$ cat config.mk
export PLATFORM = sky130hd
export DESIGN_NAME = as_path_one_at_a_time_hash
export DESIGN_NICKNAME = d
export VERILOG_FILES = /design/src/rtl/core/ash_pkg.sv /design/src/rtl/core/ash_front.sv /design/src/rtl/core/ash_back.sv /design/src/rtl/core/as_path_one_at_a_time_hash.sv
export SDC_FILE = /design/constraint.sdc
export NUM_CORES = 1
export LEC_CHECK = 0
export ABC_AREA = 1
export BUFFER_PORTS_ARGS = -buffer_cell sky130_fd_sc_hd__buf_4
export CAP_MARGIN = 20
export CELL_PAD_IN_SITES_DETAIL_PLACEMENT = 0
export CELL_PAD_IN_SITES_GLOBAL_PLACEMENT = 1
export CORE_UTILIZATION = 36
export DETAILED_ROUTE_END_ITERATION = 8
export HOLD_SLACK_MARGIN = 0.08
export PLACE_DENSITY_LB_ADDON = 0.25
export SYNTH_ARGS = -nofsm -noshare
export SYNTH_HDL_FRONTEND = slang
export SYNTH_HIERARCHICAL = 1
export SYNTH_SLANG_ARGS = --single-unit
$ cat constraint.sdc
create_clock -name clk -period 21.1 [get_ports clk]
set_input_delay 2.11 -clock clk [delete_from_list [all_inputs] [get_ports clk]]
set_output_delay 2.11 -clock clk [all_outputs]
set_load 0.005 [all_outputs]
$ cat src/rtl/core/ash_pkg.sv
// Package for the AS path one-at-a-time hash block.
// Holds the field widths, command codes, the classified operation type
// and the mixing and avalanche functions. It depends on nothing else.
`timescale 1ns / 1ps

package ash_pkg;

    localparam int CMD_W   = 2;
    localparam int VALUE_W = 16;
    localparam int HASH_W  = 32;
    localparam int IDX_W   = 6;

    localparam logic [CMD_W-1:0] CMD_TYPE   = 2'd0;
    localparam logic [CMD_W-1:0] CMD_ASN    = 2'd1;
    localparam logic [CMD_W-1:0] CMD_FINISH = 2'd2;

    localparam logic [IDX_W-1:0] INDEX_BITS_RESET = 6'd16;

    typedef enum logic [1:0] {
        OP_TYPE,
        OP_ASN,
        OP_FINISH
    } op_kind_t;

    typedef struct packed {
        op_kind_t           kind;
        logic [VALUE_W-1:0] value;
        logic               finish;
    } ash_op_t;

    function automatic logic [HASH_W-1:0] mix_round(
        input logic [HASH_W-1:0] h_in,
        input logic [HASH_W-1:0] v
    );
        logic [HASH_W-1:0] h;
        h = h_in + v;
        h = h + (h << 10);
        h = h ^ (h >> 6);
        return h;
    endfunction

    function automatic logic [HASH_W-1:0] avalanche(input logic [HASH_W-1:0] h_in);
        logic [HASH_W-1:0] h;
        h = h_in + (h_in << 3);
        h = h ^ (h >> 11);
        h = h + (h << 15);
        return h;
    endfunction

    function automatic logic [HASH_W-1:0] index_mask(input logic [IDX_W-1:0] bits);
        logic [HASH_W-1:0] m;
        if (bits >= IDX_W'(HASH_W))
        begin
            m = '1;
        end
        else
        begin
            m = ~({HASH_W{1'b1}} << bits[4:0]);
        end
        return m;
    endfunction

endpackage

$ cat src/rtl/core/ash_front.sv
// Front end of the AS path hash block: accepts input transactions,
// classifies each command and holds the operations in a two-entry queue.
// Depends on ash_pkg.
`timescale 1ns / 1ps

module ash_front
    import ash_pkg::*;
(
    input  logic               clk,
    input  logic               rst_n,
    input  logic               push,
    output logic               full,
    input  logic [CMD_W-1:0]   cmd,
    input  logic [VALUE_W-1:0] value,
    input  logic               last,
    output logic               op_valid,
    output ash_op_t            op,
    input  logic               op_pop
);

    ash_op_t     slot_reg [2];
    logic        wr_ptr_reg;
    logic        wr_ptr_next;
    logic        rd_ptr_reg;
    logic        rd_ptr_next;
    logic [1:0]  count_reg;
    logic [1:0]  count_next;
    logic        do_push;
    logic        do_pop;
    ash_op_t     classified;

    always_comb
    begin
        classified.value  = value;
        classified.finish = last;
        unique case (cmd)
            CMD_TYPE:
            begin
                classified.kind = OP_TYPE;
            end
            CMD_ASN:
            begin
                classified.kind = OP_ASN;
            end
            default:
            begin
                classified.kind   = OP_FINISH;
                classified.finish = 1'b1;
            end
        endcase
    end

    assign full     = (count_reg == 2'd2);
    assign op_valid = (count_reg != 2'd0);
    assign op       = slot_reg[rd_ptr_reg];
    assign do_push  = push && !full;
    assign do_pop   = op_pop && op_valid;

    always_comb
    begin
        wr_ptr_next = do_push ? ~wr_ptr_reg : wr_ptr_reg;
        rd_ptr_next = do_pop ? ~rd_ptr_reg : rd_ptr_reg;
        count_next  = count_reg + {1'b0, do_push} - {1'b0, do_pop};
    end

    always_ff @(posedge clk or negedge rst_n)
    begin
        if (!rst_n)
        begin
            wr_ptr_reg <= 1'b0;
            rd_ptr_reg <= 1'b0;
            count_reg  <= 2'd0;
        end
        else
        begin
            wr_ptr_reg <= wr_ptr_next;
            rd_ptr_reg <= rd_ptr_next;
            count_reg  <= count_next;
        end
    end

    always_ff @(posedge clk)
    begin
        if (do_push)
        begin
            slot_reg[wr_ptr_reg] <= classified;
        end
    end

endmodule

$ cat src/rtl/core/ash_back.sv
// Back end of the AS path hash block: absorbs operations into the running
// hash, finalises finished paths in a separate stage and queues the results.
// Depends on ash_pkg.
`timescale 1ns / 1ps

module ash_back
    import ash_pkg::*;
(
    input  logic              clk,
    input  logic              rst_n,
    input  logic              op_valid,
    input  ash_op_t           op,
    output logic              op_pop,
    input  logic              cfg_we,
    input  logic [IDX_W-1:0]  cfg_wdata,
    output logic              empty,
    input  logic              pop,
    output logic [HASH_W-1:0] hash_index
);

    logic [HASH_W-1:0] running_hash_reg;
    logic [HASH_W-1:0] running_hash_next;
    logic [IDX_W-1:0]  index_bits_reg;
    logic [HASH_W-1:0] fin_hash_reg;
    logic              fin_valid_reg;
    logic              fin_valid_next;
    logic [HASH_W-1:0] out_slot_reg [2];
    logic              out_wr_ptr_reg;
    logic              out_rd_ptr_reg;
    logic [1:0]        out_count_reg;
    logic [1:0]        out_count_next;
    logic [HASH_W-1:0] absorbed;
    logic              out_room;
    logic              fin_ready;
    logic              fin_move;
    logic              out_pop;

    always_comb
    begin
        case (op.kind)
            OP_TYPE:
            begin
                absorbed = mix_round(running_hash_reg, {16'd0, op.value});
            end
            OP_ASN:
            begin
                absorbed = mix_round(mix_round(running_hash_reg, {24'd0, op.value[7:0]}),
                                     {24'd0, op.value[15:8]});
            end
            default:
            begin
                absorbed = running_hash_reg;
            end
        endcase
    end

    assign out_room  = (out_count_reg != 2'd2);
    assign fin_ready = !fin_valid_reg || out_room;
    assign fin_move  = fin_valid_reg && out_room;
    assign op_pop    = op_valid && (!op.finish || fin_ready);
    assign out_pop   = pop && !empty;
    assign empty     = (out_count_reg == 2'd0);
    assign hash_index = out_slot_reg[out_rd_ptr_reg];

    always_comb
    begin
        running_hash_next = running_hash_reg;
        if (op_pop)
        begin
            running_hash_next = op.finish ? '0 : absorbed;
        end
        fin_valid_next = (fin_valid_reg && !out_room) || (op_pop && op.finish);
        out_count_next = out_count_reg + {1'b0, fin_move} - {1'b0, out_pop};
    end

    always_ff @(posedge clk or negedge rst_n)
    begin
        if (!rst_n)
        begin
            running_hash_reg <= '0;
            index_bits_reg   <= INDEX_BITS_RESET;
            fin_valid_reg    <= 1'b0;
            out_wr_ptr_reg   <= 1'b0;
            out_rd_ptr_reg   <= 1'b0;
            out_count_reg    <= 2'd0;
        end
        else
        begin
            running_hash_reg <= running_hash_next;
            fin_valid_reg    <= fin_valid_next;
            out_count_reg    <= out_count_next;
            if (cfg_we)
            begin
                index_bits_reg <= cfg_wdata;
            end
            if (fin_move)
            begin
                out_wr_ptr_reg <= ~out_wr_ptr_reg;
            end
            if (out_pop)
            begin
                out_rd_ptr_reg <= ~out_rd_ptr_reg;
            end
        end
    end

    always_ff @(posedge clk)
    begin
        if (op_pop && op.finish)
        begin
            fin_hash_reg <= absorbed;
        end
        if (fin_move)
        begin
            out_slot_reg[out_wr_ptr_reg] <= avalanche(fin_hash_reg) &
                                            index_mask(index_bits_reg);
        end
    end

endmodule

$ cat src/rtl/core/as_path_one_at_a_time_hash.sv
// Top level of the AS path one-at-a-time hash block.
// Joins the front end (ash_front) and the back end (ash_back); uses ash_pkg.
//
// Input channel: a transaction is taken when push is high and full is low.
// cmd selects a segment type word, an AS number (two byte rounds, low byte
// first) or finish only; last asks for the hash to be finalised after the
// item is absorbed. Finish only always finalises, and so does the unused
// command code.
// Result channel: while empty is low, hash_index holds the oldest result;
// it is taken when pop is high. Each finalising item gives one result, the
// finalised hash masked to its index_bits low bits, and clears the hash.
// index_bits is written through cfg_we and cfg_wdata; the user must write it
// only while the block is idle, which the block does not enforce. It resets to
// 16; values of 32 or more keep the full hash. Throughput is one item per
// cycle, set by the running-hash update, which absorbs a whole item, unless a
// finishing item waits for the finalise stage. A result passes through the front
// queue, the finalise stage and the result queue. If pop stays low, the result
// queue and the finalise stage fill; the next finishing item then waits at the
// head of the two-entry front queue, which fills, and full rises. Reset empties both queues and clears the hash.
`timescale 1ns / 1ps

module as_path_one_at_a_time_hash
    import ash_pkg::*;
(
    input  logic               clk,
    input  logic               rst_n,
    input  logic               push,
    output logic               full,
    input  logic [CMD_W-1:0]   cmd,
    input  logic [VALUE_W-1:0] value,
    input  logic               last,
    output logic               empty,
    input  logic               pop,
    output logic [HASH_W-1:0]  hash_index,
    input  logic               cfg_we,
    input  logic [IDX_W-1:0]   cfg_wdata
);

    logic    op_valid;
    ash_op_t op;
    logic    op_pop;

    ash_front u_front (
        .clk      (clk),
        .rst_n    (rst_n),
        .push     (push),
        .full     (full),
        .cmd      (cmd),
        .value    (value),
        .last     (last),
        .op_valid (op_valid),
        .op       (op),
        .op_pop   (op_pop)
    );

    ash_back u_back (
        .clk        (clk),
        .rst_n      (rst_n),
        .op_valid   (op_valid),
        .op         (op),
        .op_pop     (op_pop),
        .cfg_we     (cfg_we),
        .cfg_wdata  (cfg_wdata),
        .empty      (empty),
        .pop        (pop),
        .hash_index (hash_index)
    );

`ifndef SYNTH
    a_full_needs_results: assert property (@(posedge clk) disable iff (!rst_n)
        full |-> !empty)
        else $error("front queue full while no result is waiting");

    a_pop_needs_op: assert property (@(posedge clk) disable iff (!rst_n)
        op_pop |-> op_valid)
        else $error("back end took an operation from an empty front queue");

    a_plain_op_absorbed: assert property (@(posedge clk) disable iff (!rst_n)
        (op_valid && !op.finish) |-> op_pop)
        else $error("back end stalled on an operation that gives no result");
`endif

endmodule

=== Word level (Yosys, flattened, before mapping) ===
Memory sizes are Yosys's and may differ from the RTL's.
Cells that the tools add are included.

* Output and inout bits: 34
* Bits in read-only memories: 0
* Latch bits: 0
* Memories kept: 2
* Register bits: 79
* Memory bits (writable): 102

* Bitwise logic cells: 10
* Add/subtract/negate cells: 12
* Equal/unequal tests: 4
* Mux-type cells: 10
* Div/mod/pow operators: 0
* Magnitude comparators: 1
* Multiply operators: 0
* Shift-type cells: 1
* Reduce and logical (&&, ||, !) cells: 20

{| class="wikitable"
|+ Memory list
! memory !! words !! bits a word !! rd ports !! clocked after memory_dff !! write ports !! line !! source
|-
| u_back.out_slot_reg || 2 || 32 || 1 || 0 || 1 || ash_back.sv:27 || <nowiki>logic [HASH_W-1:0] out_slot_reg [2];</nowiki>
|-
| u_front.slot_reg || 2 || 19 || 1 || 0 || 1 || ash_front.sv:21 || <nowiki>ash_op_t slot_reg [2];</nowiki>
|}

{| class="wikitable"
|+ Operators by type and width
! kind !! count
|-
| $add A32 B32 Y32 || 5
|-
| $mux W32 || 3
|-
| $xor A32 B26 Y32 || 3
|-
| $add A32 B8 Y32 || 2
|-
| $pmux W32 S2 || 1
|-
| $add A32 B16 Y32 || 1
|-
| $and A32 B32 Y32 || 1
|-
| $not A32 Y32 || 1
|-
| $shl A32 B5 Y32 const A || 1
|-
| $xor A32 B21 Y32 || 1
|-
| $logic_and A1 B1 Y1 || 7
|-
| $ge A6 B6 Y1 const B || 1
|-
| $logic_not A2 Y1 || 3
|-
| $logic_not A1 Y1 || 5
|-
| $mux W1 || 5
|-
| $add A2 B1 Y2 || 2
|-
| $eq A2 B1 Y1 const B || 2
|-
| $not A1 Y1 || 4
|-
| $pmux W2 S2 || 1
|-
| $sub A2 B1 Y2 || 2
|-
| $logic_or A1 B1 Y1 || 3
|-
| $eq A2 B2 Y1 const B || 1
|-
| $ne A2 B2 Y1 const B || 1
|-
| $reduce_bool A2 Y1 || 1
|-
| $reduce_or A2 Y1 || 1
|}

=== Logic depth before layout (Yosys ltp) ===
Gate-level depths: netlist (run 1).
An unclocked memory read counts as a cell.

* Depth after elaboration: 9
* Gate-level depth with buffers: 54
* Gate-level depth less buffers: 52

=== Modules after synthesis ===
The synthesis (run 1) kept the hierarchy.

{| class="wikitable"
|+ By module, submodules not included
! module !! cells an instance !! area each (µm²) !! instances
|-
| ash_back || 2,179 || 15,327.2 || 1
|-
| ash_front || 136 || 1,640.3 || 1
|}

=== Least setup slack after synthesis (run 1) ===
OpenSTA, ideal clock, no wires.

* Path kind: register -> register
* From: reg u_front.rd_ptr_reg
* To: reg u_back.fin_hash_reg[24] (data pin)
* Cell stages (with the launch flop): 43
* Library setup time: 0.267 ns
* Required time: 20.833 ns
* Arrival time: 6.419 ns
* Slack: 14.414 ns
* Cell sequence: dfrtp_1 > inv_2 > buf_6 > nand2_1 > nand2_1 > ha_1 > inv_1 > fa_1 > nand3b_1 > nand2_1 > nand2_1 > nand2_2 > nand2_1 > nor2_1 > xor2_1 > ha_1 > fa_1 > xor2_1 > (+7 left out) > nand2_2 > xor2_1 > inv_1 > fa_1 > o21ai_1 > nand2_1 > nand2_1 > a21boi_1 > o21ai_0 > a21boi_0 > o21ai_1 > nand4_1 > nand2_1 > nand2_1 > nand2_1 > nand2_1 > nand3_1 > nand3_1

{| class="wikitable"
|+ RTL lines
! what !! line !! source
|-
| start, declared || ash_front.sv:24 || <nowiki>logic rd_ptr_reg;</nowiki>
|-
| start signal, assigned || ash_front.sv:77 || <nowiki>rd_ptr_reg <= rd_ptr_next;</nowiki>
|-
| end signal, assigned || ash_back.sv:111 || <nowiki>fin_hash_reg <= absorbed;</nowiki>
|-
| end, declared || ash_back.sv:24 || <nowiki>logic [HASH_W-1:0] fin_hash_reg;</nowiki>
|}

==> impl_metrics.sql, run 1 <==
INSERT INTO impl_metrics (metric_group, metric, value, unit) VALUES
('status', 'outcome', 'complete, no violations', ''),
('cts', 'cts_post_setup_buffers_inserted', '0', ''),
('cts', 'cts_max_level', '4', ''),
('logic_synthesis', 'postSynthRegisterBits', '181', ''),
('critical_path', 'slowest_delay', '0.62', 'ns'),
('sta', 'rsz0062_at_grt', 'false', ''),
('drt', 'final_antenna_net_count', '0', ''),
('cts', 'cts_tree', 'done', ''),
('sta', 'setup_tns', '0', 'ns'),
('min_path', 'timing.hold.worst_path_depth', '2', ''),
('cts', 'cts.clk_slew.worst_paths', '0.08', 'ns'),
('floorplanning', 'dieHeight', '219', 'um'),
('drt', 'iteration_0_drc_count_of_the_detailed_router', '968', ''),
('critical_path', 'most_frequent_cp_cell', 'sky130_fd_sc_hd__nand2_1', ''),
('job', 'max_cap_violations', '0', ''),
('logic_synthesis', 'synth.net_count', '2487', ''),
('sta', 'final_min_period_over_clock_period', '42.9', '%'),
('critical_path', 'timing_worst_setup_path_type', 'reg2reg', ''),
('logic_synthesis', 'synth-edff-count', '134', ''),
('cts', 'clockBufferDepth', '2', ''),
('logic_synthesis', 'postSynthCellCount', '2315', ''),
('global_routing', 'grt_pass1_wl', '86900', 'um'),
('drt', 'routed-via-count', '15600', ''),
('global_routing', 'globalRouteTotalUtil', '23.9', '%'),
('cells_and_area', 'largest_reg_flops', '64', ''),
('sta', 'fmax', '111', 'MHz'),
('cells_and_area', 'fin_nets', '2547', ''),
('sta', 'tightest_slew', '1.00', 'ns'),
('floorplanning', 'coreArea', '46600', 'sq um'),
('logic_synthesis', 'post_synthesis_cell_area', '17000', 'sq um'),
('floorplanning', 'row_count', '79', ''),
('drt', 'drt_wl_total', '56300', 'um'),
('logic_synthesis', 'yosysSeqAreaShare', '30.7', '%'),
('sta', 'fin_worst_skew', '0.0165', 'ns'),
('logic_synthesis', 'asr_flop_ratio_synth', '26.0', '%'),
('floorplanning', 'initial_utilization', '36.4', '%'),
('cells_and_area', 'stdcell_count', '2995', ''),
('global_routing', 'grt.overflow.total', '0', ''),
('cells_and_area', 'final_common_cell', 'sky130_fd_sc_hd__nand2_1', ''),
('cells_and_area', 'post_layout_util', '40.1', '%'),
('critical_path', 'critPathRequiredTime', '21.40', 'ns'),
('cells_and_area', 'antenna_fix_cells', '0', ''),
('cts', 'clk_root_buffer_cell', 'sky130_fd_sc_hd__clkbuf_16', ''),
('logic_synthesis', 'ys_types', '69', ''),
('sta', 'finalHoldViolations', '0', ''),
('critical_path', 'critical_path.max_fanout', '21', ''),
('floorplanning', 'ioPinCount', '64', ''),
('sta', 'final.min_clock_period', '9.05', 'ns'),
('drt', 'detail_route.drc_violations', '0', ''),
('place', 'detailed_place_hpwl', '47400', 'um'),
('logic_synthesis', 'yosys_warnings', '6', ''),
('cells_and_area', 'ratio_of_cells_with_drive_above_1_in_the_final_layout', '8.67', '%'),
('drt', 'route.detailed.wl_per_inst', '18.8', 'um'),
('place', 'port-buffer-count', '63', ''),
('cts', 'postCtsHoldBufs', '0', ''),
('global_routing', 'first_global_vias', '15100', ''),
('cts', 'cts_resized', '0', ''),
('cts', 'clk-insertion-delay-late', '0.46', 'ns'),
('cts', 'cts_num_sinks', '181', ''),
('critical_path', 'crit_arrival', '9.35', 'ns'),
('cells_and_area', 'flow.area_growth_from_synthesis', '10.1', '%'),
('sta', 'max-slew-margin-rel', '32.9', '%'),
('min_path', 'hold_class', 'reg2reg', ''),
('place', 'place.gp.congestion', '0.950', ''),
('cts', 'cts_inserted_buffers', '17', ''),
('drt', 'via_per_inst', '5.20', ''),
('floorplanning', 'die_outline_area', '48000', 'sq um'),
('sta', 'timing.final.setup_violations', '0', ''),
('global_routing', 'grt_start_max_net_pins', '48', ''),
('critical_path', 'worst_r2r_path_depth', '39', ''),
('place', 'place.detailed.instances', '2963', ''),
('critical_path', 'worstSetupEndpointType', 'flip-flop', ''),
('floorplanning', 'die_x', '219', 'um'),
('logic_synthesis', 'synth_ff_type', 'sky130_fd_sc_hd__edfxtp_1', ''),
('drt', 'drtPass1Iterations', '5', ''),
('critical_path', 'critPathLaunchType', 'flip-flop', ''),
('logic_synthesis', 'postSynthAreaPerCell', '7.33', 'sq um'),
('global_routing', 'grt_antenna_before_repair', '0', ''),
('cells_and_area', 'final_cell_mix', 'sky130_fd_sc_hd__nand2_1 (654), sky130_fd_sc_hd__inv_1 (319), sky130_fd_sc_hd__nand3_1 (146), sky130_fd_sc_hd__a21oi_1 (141), sky130_fd_sc_hd__xor2_1 (138)', ''),
('sta', 'report.final.slew_viol_count', '0', ''),
('critical_path', 'critPathSlowestCell', 'sky130_fd_sc_hd__dfrtp_1', '');
-- cells in the mapped netlist (5+ instances only) --
library cell	n	area, sq um
sky130_fd_sc_hd__a21o_1	6	45.0
sky130_fd_sc_hd__a21oi_1	141	706
sky130_fd_sc_hd__a221oi_1	10	87.6
sky130_fd_sc_hd__a31oi_1	13	81.3
sky130_fd_sc_hd__clkbuf_1	21	78.8
sky130_fd_sc_hd__dfrtp_1	46	1150
sky130_fd_sc_hd__edfxtp_1	134	4020
sky130_fd_sc_hd__fa_1	7	140
sky130_fd_sc_hd__ha_1	135	1690
sky130_fd_sc_hd__inv_1	319	1200
sky130_fd_sc_hd__inv_2	9	33.8
sky130_fd_sc_hd__nand2_1	654	2450
sky130_fd_sc_hd__nand2_2	38	238
sky130_fd_sc_hd__nand3_1	146	731
sky130_fd_sc_hd__nand3_2	10	100
sky130_fd_sc_hd__nand3b_1	7	52.6
sky130_fd_sc_hd__nand4_1	31	194
sky130_fd_sc_hd__nor2_1	132	495
sky130_fd_sc_hd__nor2_2	7	43.8
sky130_fd_sc_hd__nor2_4	5	56.3
sky130_fd_sc_hd__nor3_1	26	130
sky130_fd_sc_hd__nor4_1	5	31.3
sky130_fd_sc_hd__o211ai_1	9	67.6
sky130_fd_sc_hd__o21a_1	9	67.6
sky130_fd_sc_hd__o21ai_0	91	455
sky130_fd_sc_hd__o21ai_1	7	35.0
sky130_fd_sc_hd__o21bai_1	13	97.6
sky130_fd_sc_hd__o221ai_1	7	61.3
sky130_fd_sc_hd__o22ai_1	12	75.1
sky130_fd_sc_hd__or2_2	9	56.3
sky130_fd_sc_hd__xnor2_1	47	412
sky130_fd_sc_hd__xor2_1	138	1210
-- routing by layer --
metal	routed length (um)	global-route usage (%)	vias to the layer above
met4	1810	8.73	0
met3	2250	2.12	72
met2	27700	41.9	421
met5	0	0	-
li1	-	-	7791
met1	24500	30.3	7280
-- area by class of cell --
class | count | area (sq um)
Fill cell | 4890 | 27900
Multi-Input combinational cell | 1770 | 10400
Sequential cell | 181 | 5200
Inverter | 332 | 1250
Tap cell | 607 | 759
Timing Repair Buffer | 73 | 548
Clock buffer | 17 | 425
Clock inverter | 15 | 139
-- critical path: cells and delay by family (launching register included) --
family          cells  cell delay, ns
compound gates     12            2.65
simple gates       13            1.58
flops               1            0.62
buf+inv             4            0.63
fa+ha+maj           7            2.56
xor+xnor            3            0.83
-- per-stage QoR --
stage	area [sq um]	hold WS [ns]	setup slack [ns]
2_1_floorplan	17000	0.442	14.41
3_5_place_dp	18100	0.467	12.04
5_1_grt	18700	0.516	11.30
4_1_cts	18700	0.485	12.02
3_3_place_gp	18100	0.456	12.09
6_report	18700	0.478	12.06
-- logic make-up after synthesis --
| group | Yosys count | share of synthesized area, % |
|---|---|---|
| buffers and inverters | 364 | 8.28 |
| multiplexers | 1 | 0.0664 |
| XOR/XNOR | 187 | 9.78 |
| adder cells (fa/ha/maj) | 142 | 10.8 |
| AND/OR/NAND/NOR | 1086 | 28.1 |
| flip-flops | 181 | 30.7 |
| AO/OA/AOI/OAI | 354 | 12.4 |
-- worst paths after layout --
path	from	end	slack, ns
max	u_front/rd_ptr_reg$_DFFE_PN0P_	u_back/running_hash_reg[20]$_DFFE_PN0P_	12.06
min in group asynchronous	rst_n	u_front/wr_ptr_reg$_DFFE_PN0P_	1.70
max reg2reg	u_front/rd_ptr_reg$_DFFE_PN0P_	u_back/running_hash_reg[20]$_DFFE_PN0P_	12.06
max in group asynchronous	rst_n	u_back/running_hash_reg[29]$_DFFE_PN0P_	18.90
min	u_front/wr_ptr_reg$_DFFE_PN0P_	u_front/wr_ptr_reg$_DFFE_PN0P_	0.48
min reg2reg	u_front/wr_ptr_reg$_DFFE_PN0P_	u_front/wr_ptr_reg$_DFFE_PN0P_	0.48
Power of run 1 is left out: the tool's default activity adds up to more than one toggle a clock period on the data nets, which glitch-free logic cannot reach.
==> run 2, diff against run 1 <==
Clock period 21.1 ns to 9.4 ns, I/O delays scaled along.
==> impl_metrics.sql, run 2 (synthesis results as in run 1) <==
INSERT INTO impl_metrics (metric_group, metric, value, unit) VALUES
('place', 'port-buffer-count', '63', ''),
('critical_path', 'crit_arrival', '9.03', 'ns'),
('cells_and_area', 'largest_reg_flops', '64', ''),
('drt', 'via_per_inst', '5.19', ''),
('critical_path', 'timing_worst_setup_path_type', 'reg2reg', ''),
('cells_and_area', 'multiInputGateArea', '10400', 'sq um'),
('place', 'place.gp.congestion', '0.953', ''),
('cells_and_area', 'antenna_fix_cells', '0', ''),
('sta', 'max-slew-margin-rel', '38.0', '%'),
('drt', 'drtPass1Iterations', '5', ''),
('critical_path', 'worst_r2r_startpoint', 'u_front/rd_ptr_reg$_DFFE_PN0P_', ''),
('floorplanning', 'die_outline_area', '48000', 'sq um'),
('global_routing', 'grt_pass1_wl', '87200', 'um'),
('floorplanning', 'initial_utilization', '36.4', '%'),
('floorplanning', 'die_x', '219', 'um'),
('critical_path', 'most_frequent_cp_cell', 'sky130_fd_sc_hd__nand2_1', ''),
('cells_and_area', 'fin_nets', '2550', ''),
('cts', 'clk_root_buffer_cell', 'sky130_fd_sc_hd__clkbuf_16', ''),
('critical_path', 'slowest_delay', '0.55', 'ns'),
('sta', 'finalHoldViolations', '0', ''),
('place', 'detailed_place_hpwl', '47600', 'um'),
('sta', 'timing.final.setup_violations', '0', ''),
('drt', 'iteration_0_drc_count_of_the_detailed_router', '983', ''),
('sta', 'final.min_clock_period', '8.72', 'ns'),
('drt', 'final_antenna_net_count', '0', ''),
('cts', 'cts_inserted_buffers', '17', ''),
('cts', 'cts_max_level', '4', ''),
('cells_and_area', 'ratio_of_cells_with_drive_above_1_in_the_final_layout', '8.82', '%'),
('global_routing', 'grt_start_max_net_pins', '48', ''),
('critical_path', 'timing.rr.end', 'u_back/running_hash_reg[20]$_DFFE_PN0P_', ''),
('global_routing', 'globalRouteTotalUtil', '23.9', '%'),
('cts', 'cts_post_setup_buffers_inserted', '0', ''),
('min_path', 'hold_class', 'reg2reg', ''),
('cells_and_area', 'final.fill_count', '4913', ''),
('min_path', 'hold_start', 'u_front/wr_ptr_reg$_DFFE_PN0P_', ''),
('cts', 'cts.clk_slew.worst_paths', '0.08', 'ns'),
('sta', 'report.final.slew_viol_count', '0', ''),
('drt', 'routed-via-count', '15500', ''),
('sta', 'rsz0062_at_grt', 'false', ''),
('status', 'outcome', 'complete, no violations', ''),
('critical_path', 'critical_path.max_fanout', '21', ''),
('sta', 'fin_worst_skew', '0.0194', 'ns'),
('floorplanning', 'dieHeight', '219', 'um'),
('critical_path', 'timing.reg2reg.setup_slack', '0.68', 'ns'),
('sta', 'fmax', '115', 'MHz'),
('cts', 'clockBufferDepth', '2', ''),
('sta', 'tightest_slew', '0.927', 'ns'),
('critical_path', 'worst_r2r_path_depth', '39', ''),
('cts', 'clk-insertion-delay-late', '0.46', 'ns'),
('global_routing', 'grt.overflow.total', '0', ''),
('cts', 'cts_num_sinks', '181', ''),
('cells_and_area', 'flow.area_growth_from_synthesis', '10.6', '%'),
('floorplanning', 'coreArea', '46600', 'sq um'),
('global_routing', 'first_global_vias', '15300', ''),
('global_routing', 'grt_antenna_before_repair', '0', ''),
('sta', 'post-route-worst-setup-slack', '0.683', 'ns'),
('critical_path', 'critPathRequiredTime', '9.71', 'ns'),
('cells_and_area', 'final_common_cell', 'sky130_fd_sc_hd__nand2_1', ''),
('min_path', 'hold-path-endpoint', 'u_front/wr_ptr_reg$_DFFE_PN0P_', ''),
('cells_and_area', 'post_layout_util', '40.3', '%'),
('critical_path', 'critPathLaunchType', 'flip-flop', ''),
('place', 'setup_ws_pre_cts', '0.363', 'ns'),
('critical_path', 'critPathSlowestCell', 'sky130_fd_sc_hd__dfrtp_2', ''),
('drt', 'route.detailed.wl_per_inst', '18.8', 'um'),
('sta', 'setup_tns', '0', 'ns'),
('floorplanning', 'ioPinCount', '64', ''),
('job', 'max_cap_violations', '0', ''),
('cells_and_area', 'regArea', '5200', 'sq um'),
('sta', 'final_min_period_over_clock_period', '92.7', '%'),
('floorplanning', 'row_count', '79', ''),
('critical_path', 'worstSetupEndpointType', 'flip-flop', ''),
('drt', 'drt_wl_total', '56400', 'um'),
('min_path', 'timing.hold.worst_path_depth', '2', ''),
('cts', 'cts_tree', 'done', ''),
('drt', 'detail_route.drc_violations', '0', ''),
('cells_and_area', 'final_cell_mix', 'sky130_fd_sc_hd__nand2_1 (654), sky130_fd_sc_hd__inv_1 (319), sky130_fd_sc_hd__nand3_1 (146), sky130_fd_sc_hd__a21oi_1 (141), sky130_fd_sc_hd__xor2_1 (138)', '');
==> run 2: cell types whose count changed in the layout (fill, tap and decap cells not counted), moves of 2 or more <==
cell and change:
sky130_fd_sc_hd__inv_8 -3, sky130_fd_sc_hd__bufinv_16 +2, sky130_fd_sc_hd__buf_4 +2, sky130_fd_sc_hd__clkinv_1 +2
==> run 2: worst max-delay path by stage <==
stage                                    from                                      end  depth (start not counted)
2_1_floorplan  u_front/rd_ptr_reg$_DFFE_PN0P_        u_back/fin_hash_reg[24]$_DFFE_PP_                         42
6_report       u_front/rd_ptr_reg$_DFFE_PN0P_  u_back/running_hash_reg[20]$_DFFE_PN0P_                         39
5_1_grt        u_front/rd_ptr_reg$_DFFE_PN0P_  u_back/running_hash_reg[28]$_DFFE_PN0P_                         41
3_3_place_gp   u_front/rd_ptr_reg$_DFFE_PN0P_  u_back/running_hash_reg[20]$_DFFE_PN0P_                         39
3_5_place_dp   u_front/rd_ptr_reg$_DFFE_PN0P_  u_back/running_hash_reg[20]$_DFFE_PN0P_                         39
4_1_cts        u_front/rd_ptr_reg$_DFFE_PN0P_  u_back/running_hash_reg[20]$_DFFE_PN0P_                         39
==> run 2: worst max-delay path: cells and delay by family (launching register included) <==
kind                     cells  cell delay, ns
flip-flops                   1            0.55
buffers and inverters        4            0.50
AND/OR/NAND/NOR             13            1.55
XOR/XNOR                     3            0.84
AO/OA/AOI/OAI               12            2.55
adder cells (fa/ha/maj)      7            2.59
==> run 2: stage by stage <==
stage	cells	cell area, sq um	hold WS, ns
6_report	2998	18800	0.479
5_1_grt	2998	18800	0.531
4_1_cts	2997	18700	0.485
3_5_place_dp	2965	18100	0.469
3_3_place_gp	2965	18100	0.456
2_1_floorplan	2315	17000	0.442
==> run 2: metal layers <==
| metal | vias to the layer above | part of all wire [%] | wire length [um] | global-route usage, % |
|---|---|---|---|---|
| li1 | 7797 | - | - | - |
| met1 | 7299 | 44 | 25000 | 30.3 |
| met2 | 360 | 49 | 27500 | 41.8 |
| met3 | 91 | 3.2 | 1800 | 2.13 |
| met4 | 0 | 3.7 | 2080 | 9.61 |
| met5 | - | 0 | 0 | 0 |
==> run 2: final cells by class <==
class,count,area share (%)
Multi-Input combinational cell,1770,55.3
Sequential cell,181,27.7
Clock buffer,17,2.27
Clock inverter,15,0.907
Timing Repair Buffer,76,3.15
Tap cell,607,4.05
Inverter,332,6.65
==> run 2: repair_timing <==
| item | in CTS | in global routing |
|---|---|---|
| resized for setup | 0 | 4 |
| hold buffers | 0 | 0 |
| setup endpoints to repair | 0 | 14 |
Power of run 2 is left out for the same reason.
